<file path="config.mk">
export PLATFORM = sky130hd
export DESIGN_NAME = vde_ctrl
export DESIGN_NICKNAME = d
export VERILOG_FILES = /design/src/sv/vde_pkg.sv /design/src/sv/vde_ctrl.sv
export SDC_FILE = /design/constraint.sdc
export NUM_CORES = 1
export LEC_CHECK = 0
export ABC_AREA = 1
export CAP_MARGIN = 20
export CORE_AREA = 2 2 39 41
export DETAILED_ROUTE_END_ITERATION = 10
export DIE_AREA = 0 0 41 43
export DONT_BUFFER_PORTS = 1
export PLACE_DENSITY = 0.44
export SLEW_MARGIN = 5
export SYNTH_ARGS = -nofsm -noshare
export SYNTH_HDL_FRONTEND = slang
export SYNTH_SLANG_ARGS = --single-unit
export TNS_END_PERCENT = 1
</file>
<file path="constraint.sdc">
create_clock -name clk -period 3 [get_ports clk]
set_input_delay 0.3 -clock clk [delete_from_list [all_inputs] [get_ports clk]]
set_output_delay 0.3 -clock clk [all_outputs]
set_load 0.005 [all_outputs]
</file>
<file path="src/sv/vde_pkg.sv">
// ----------------------------------------------------------------------------
// vde_pkg
// Types, constants and the controller command and status structs shared by
// the vector distance engine modules.
// ----------------------------------------------------------------------------
package vde_pkg;

  localparam int unsigned DefaultMaxDim   = 1024;
  localparam int unsigned DefaultFracBits = 12;
  localparam int unsigned OutFrac         = 24;
  localparam int unsigned AccW            = 48;
  localparam int unsigned AbsW            = 32;
  localparam int unsigned OutW            = 64;
  localparam int unsigned RootW           = 48;

  typedef enum logic [2:0] {
    METRIC_L2SQ  = 3'd0,
    METRIC_L2    = 3'd1,
    METRIC_DOT   = 3'd2,
    METRIC_NDOT  = 3'd3,
    METRIC_COS   = 3'd4,
    METRIC_L1    = 3'd5,
    METRIC_RSVD6 = 3'd6,
    METRIC_RSVD7 = 3'd7
  } metric_t;

  typedef enum logic [3:0] {
    ST_ACC,
    ST_MUL,
    ST_SQRT,
    ST_DIV,
    ST_OUT
  } state_t;

  typedef struct packed {
    logic accumulate;
    logic start_final;
    logic mul_step;
    logic sqrt_init;
    logic sqrt_step;
    logic div_init;
    logic div_step;
    logic load_result;
  } cmd_t;

  typedef struct packed {
    logic mul_done;
    logic sqrt_done;
    logic div_done;
  } status_t;

endpackage

</file>
<file path="src/sv/vde_ctrl.sv">
// ----------------------------------------------------------------------------
// vde_ctrl
// Controller: sequences accumulation, the wide multiply, the square root and
// the cosine division, then presents one result word.
// ----------------------------------------------------------------------------
module vde_ctrl
  import vde_pkg::*;
(
  input  logic    clk,
  input  logic    rst,
  input  logic    in_fire,
  input  logic    in_last,
  input  metric_t metric,
  input  logic    out_free,
  input  status_t status,
  output logic    in_ready,
  output cmd_t    cmd
);

  state_t state, state_next;

  always_ff @(posedge clk) begin
    if (rst) begin
      state <= ST_ACC;
    end else begin
      state <= state_next;
    end
  end

  always_comb begin
    state_next = state;
    cmd        = '0;
    in_ready   = 1'b0;
    unique case (state)
      ST_ACC: begin
        in_ready = 1'b1;
        if (in_fire) begin
          cmd.accumulate = 1'b1;
          if (in_last) begin
            cmd.start_final = 1'b1;
            if (metric == METRIC_L2) begin
              state_next = ST_SQRT;
            end else if (metric == METRIC_COS) begin
              state_next = ST_MUL;
            end else begin
              state_next = ST_OUT;
            end
          end
        end
      end
      ST_MUL: begin
        cmd.mul_step = 1'b1;
        if (status.mul_done) begin
          cmd.sqrt_init = 1'b1;
          state_next = ST_SQRT;
        end
      end
      ST_SQRT: begin
        cmd.sqrt_step = 1'b1;
        if (status.sqrt_done) begin
          if (metric == METRIC_COS) begin
            cmd.div_init = 1'b1;
            state_next = ST_DIV;
          end else begin
            state_next = ST_OUT;
          end
        end
      end
      ST_DIV: begin
        cmd.div_step = 1'b1;
        if (status.div_done) begin
          state_next = ST_OUT;
        end
      end
      ST_OUT: begin
        if (out_free) begin
          cmd.load_result = 1'b1;
          state_next = ST_ACC;
        end
      end
      default: state_next = ST_ACC;
    endcase
  end

  assert property (@(posedge clk) disable iff (rst)
    cmd.load_result |=> state == ST_ACC)
    else $error("load_result not followed by accumulate state");
  assert property (@(posedge clk) disable iff (rst)
    in_ready |-> state == ST_ACC)
    else $error("ready outside accumulate state");
  assert property (@(posedge clk) disable iff (rst)
    state == ST_DIV |-> metric == METRIC_COS)
    else $error("divider running for non-cosine metric");

endmodule

</file>
== After elaboration in Yosys (flattened, before gate mapping) ==
Index checks and enable logic that the tools add are counted.

* Input port bits: 11
* Register bits: 4
* Output and inout port bits: 9
* Logic and storage cells: 37

* Reductions and logical operators: 2
* Equality and inequality tests: 12
* Multiplexer cells: 22

{| class="wikitable"
|+ Operators with widths
! operator !! count
|-
| $mux 4 || 7
|-
| $pmux 4 s5 || 1
|-
| $ne 2x2->1 const B || 6
|-
| $eq 4x2->1 const B || 2
|-
| $mux 1 || 8
|-
| $mux 2 || 4
|-
| $mux 3 || 2
|-
| $reduce_and 6->1 || 1
|-
| $eq 4x1->1 const B || 1
|-
| $eq 4x3->1 const B || 1
|-
| $logic_not 4->1 || 1
|-
| $eq 3x1->1 const B || 1
|-
| $eq 3x3->1 const B || 1
|}

== Depth between registers and ports, before layout ==
* Depth after elaboration: 6
* Mapped depth: 8
* Mapped depth without buffers: 8

== Worst setup path after synthesis ==
OpenSTA, ideal clock, no wires.

* Kind: reg-to-output
* Start point: reg state[0]
* End point: out cmd[2] in the netlist's numbering
* Path slack: 1.877 ns
* Required time: 2.700 ns
* Buffers on the path: 0
* Stages on the path, launching flop included: 4
* Data arrival time: 0.823 ns
* Path through: dfxtp_1 -> nor2_4 -> nand2_1 -> nor3_1

{| class="wikitable"
|+ RTL lines
! element !! RTL line !! source
|-
| start: declaration || vde_ctrl.sv:20 || <nowiki>state_t state, state_next;</nowiki>
|-
| start signal: assignment || vde_ctrl.sv:26 || <nowiki>state <= state_next;</nowiki>
|-
| end: declaration || vde_ctrl.sv:17 || <nowiki>output cmd_t cmd</nowiki>
|}

==> insert_results.sql <==
INSERT INTO impl_metrics (metric_group, metric, value, unit) VALUES
('cells_and_area', 'design.final.nets', '79', ''),
('route', 'per_cell_via_count_in_the_routed_design', '4.29', ''),
('clocking', 'ctsHtreeMaxLevel', '1', ''),
('power_and_ir_drop', 'power.clock.fraction', '0.226', ''),
('yosys', 'synth_seq_area_share', '0.175', ''),
('cells_and_area', 'top_regs', 'state: 3 flops', ''),
('critical_path', 'critical_path.startpoint_type', 'flip-flop', ''),
('timing', 'worstMarginPinSlew', '320', 'ps'),
('placement', 'dp_hpwl', '635', 'um'),
('floorplan', 'design.core.area', '1380', 'um2'),
('cells_and_area', 'layout-drive-gt1-share', '0.179', ''),
('yosys', 'synth.net_count', '74', ''),
('floorplan', 'design.die.area', '1760', 'um2'),
('global_routing', 'gr-usage-all-layers', '0.100', ''),
('clocking', 'worst_skew_pair.late_latency', '230', 'ps'),
('power_and_ir_drop', 'power.density_cell_area', '793', 'nW/um2'),
('yosys', 'synth_area', '343', 'um2'),
('route', 'top_routing_layer_in_use', 'met3', ''),
('yosys', 'ys_types', '15', ''),
('critical_path', 'required', '2700', 'ps'),
('cells_and_area', 'layout_common_cells', 'sky130_fd_sc_hd__inv_1 (14), sky130_fd_sc_hd__nor2_1 (13), sky130_fd_sc_hd__nand2_1 (11), sky130_fd_sc_hd__nand3_1 (8)', ''),
('clocking', 'post_cts_buffers', '0', ''),
('clocking', 'numCtsBuffers', '3', ''),
('cells_and_area', 'seq_area', '60.1', 'um2'),
('global_routing', 'antenna_violations_before_repair', '0', ''),
('cells_and_area', 'final_area', '389', 'um2'),
('job', 'cap_violations', '0', ''),
('timing', 'slew-limit-headroom', '0.785', ''),
('floorplan', 'chipHeight', '43', 'um'),
('cells_and_area', 'multi_input_logic_area', '226', 'um2'),
('power_and_ir_drop', 'power_switching', '0.000150', 'W'),
('timing', 'finClkSkew', '1.83', 'ps'),
('timing', 'timing.final.crit_share', '0.491', ''),
('route', 'avgRoutedWirePerCell', '9.10', 'um'),
('route', 'detail_route.wirelength.met1', '328', 'um'),
('clocking', 'cts.reportedPaths.clkPinSlew', '40', 'ps'),
('cells_and_area', 'register_bank_with_the_most_flops', 'state', ''),
('floorplan', 'ios', '20', ''),
('clocking', 'cts-hold-fix-buffers', '0', ''),
('route', 'detail_route.iter0.violations', '0', ''),
('cells_and_area', 'fill_count', '175', ''),
('timing', 'final.setup.tns', '0', 'ps'),
('global_routing', 'vias_in_the_first_global_route', '324', ''),
('global_routing', 'congestion_overflow_gr', '0', ''),
('clocking', 'cts_num_sinks', '3', ''),
('power_and_ir_drop', 'cellInternalPower', '0.000158', 'W'),
('cells_and_area', 'diodes', '0', ''),
('timing', 'period_needed', '1470', 'ps'),
('power_and_ir_drop', 'power_frac_comb', '0.518', ''),
('yosys', 'synth.avg_cell_area', '5.44', 'um2'),
('global_routing', 'grt_pass1_wl', '1150', 'um'),
('yosys', 'netlist_instances', '63', ''),
('critical_path', 'worst_setup_path_end_kind', 'output pin', ''),
('critical_path', 'arrival', '1170', 'ps'),
('yosys', 'synthesis.yosys.warnings', '0', ''),
('cells_and_area', 'area.growth.synth_to_final', '13.5', '%'),
('power_and_ir_drop', 'switching_share', '0.487', ''),
('route', 'met3_wirelength', '52', 'um'),
('timing', 'fmaxAchievable', '678', 'MHz'),
('clocking', 'cts_root_buf', 'sky130_fd_sc_hd__clkbuf_4', ''),
('run_status', 'run_status', 'finished, final reports clean', ''),
('route', 'drt_drc_violations_left', '0', ''),
('placement', 'finalWeightedCongestion', '0.646', ''),
('cells_and_area', 'mostFrequentLayoutCell', 'sky130_fd_sc_hd__inv_1', ''),
('yosys', 'ff_latch_count_synth', '3', ''),
('route', 'detail_route.first_pass.iterations', '1', ''),
('critical_path', 'cp_max_fo', '7', ''),
('power_and_ir_drop', 'post-layout-total-power', '0.000309', 'W'),
('global_routing', 'grt_max_degree', '8', ''),
('floorplan', 'initial_core_util', '0.248', ''),
('timing', 'report.final.hold_viol_count', '0', '');
==> through the flow <==
step / instances / util / worst slack (ps) / hold slack [ps]
final: 83 / 0.281 / 1530 / 139
after global routing: 83 / 0.281 / 1410 / 132
after CTS: 83 / 0.281 / 1490 / 129
after detailed placement: 79 / 0.262 / 1750 / 377
after global placement: 79 / 0.262 / 1760 / 373
after floorplan: 63 / - / 1880 / 369
==> cells by family after synthesis <==
group / synth area share
compound gates: 0.0292
buf+inv: 0.164
flops: 0.175
simple gates: 0.631
==> cell usage after synthesis (all sizes together) <==
cell   instances  area (um2)
inv           15        56.3
nor2          17        88.8
nor4           1        6.26
o21ai          1        5.00
a21oi          1        5.00
nand4          1        6.26
nor3           1        5.00
nand2         14        60.1
nand3          9        50.1
dfxtp          3        60.1
==> critical path, cell delays in order (launching register included) <==
cell and delay [ps]:
sky130_fd_sc_hd__dfxtp_1 370, sky130_fd_sc_hd__nor2_4 210, sky130_fd_sc_hd__nand2_1 110, sky130_fd_sc_hd__nor3_1 250
==> per-layer routing <==
metal,vias to the layer above,GRT usage
met3,0,0.0262
met4,0,0.100
met2,11,0.150
met1,146,0.102
met5,-,0
li1,199,-
==> area by class of cell <==
type                       instances  share of cell area
clock buffer                       4              0.0675
inverter                          15               0.145
multi-input combinational         45               0.582
sequential                         3               0.154
tap                               16              0.0514
==> power by group through the flow <==
| stage | logic (W) | registers (W) | clock network (W) |
|---|---|---|---|
| 3_3_place_gp | 0.000164 | 0.0000798 | 0 |
| 5_1_grt | 0.000186 | 0.0000806 | 0.0000765 |
| 6_report | 0.000160 | 0.0000788 | 0.0000699 |
| 3_5_place_dp | 0.000163 | 0.0000804 | 0 |
| 2_1_floorplan | 0.000139 | 0.0000738 | 0 |
| 4_1_cts | 0.000163 | 0.0000796 | 0.0000758 |
==> worst paths after layout <==
kind	start	endpoint	slack [ps]	depth (start not counted)
setup reg to reg	state[1]	state[1]	1800	7
setup / recovery	state[0]	cmd[2]	1530	3
hold / removal	rst	state[2]	140	1
hold reg to reg	state[0]	state[0]	600	2
No activity file was read; power rests on OpenSTA's default activity.
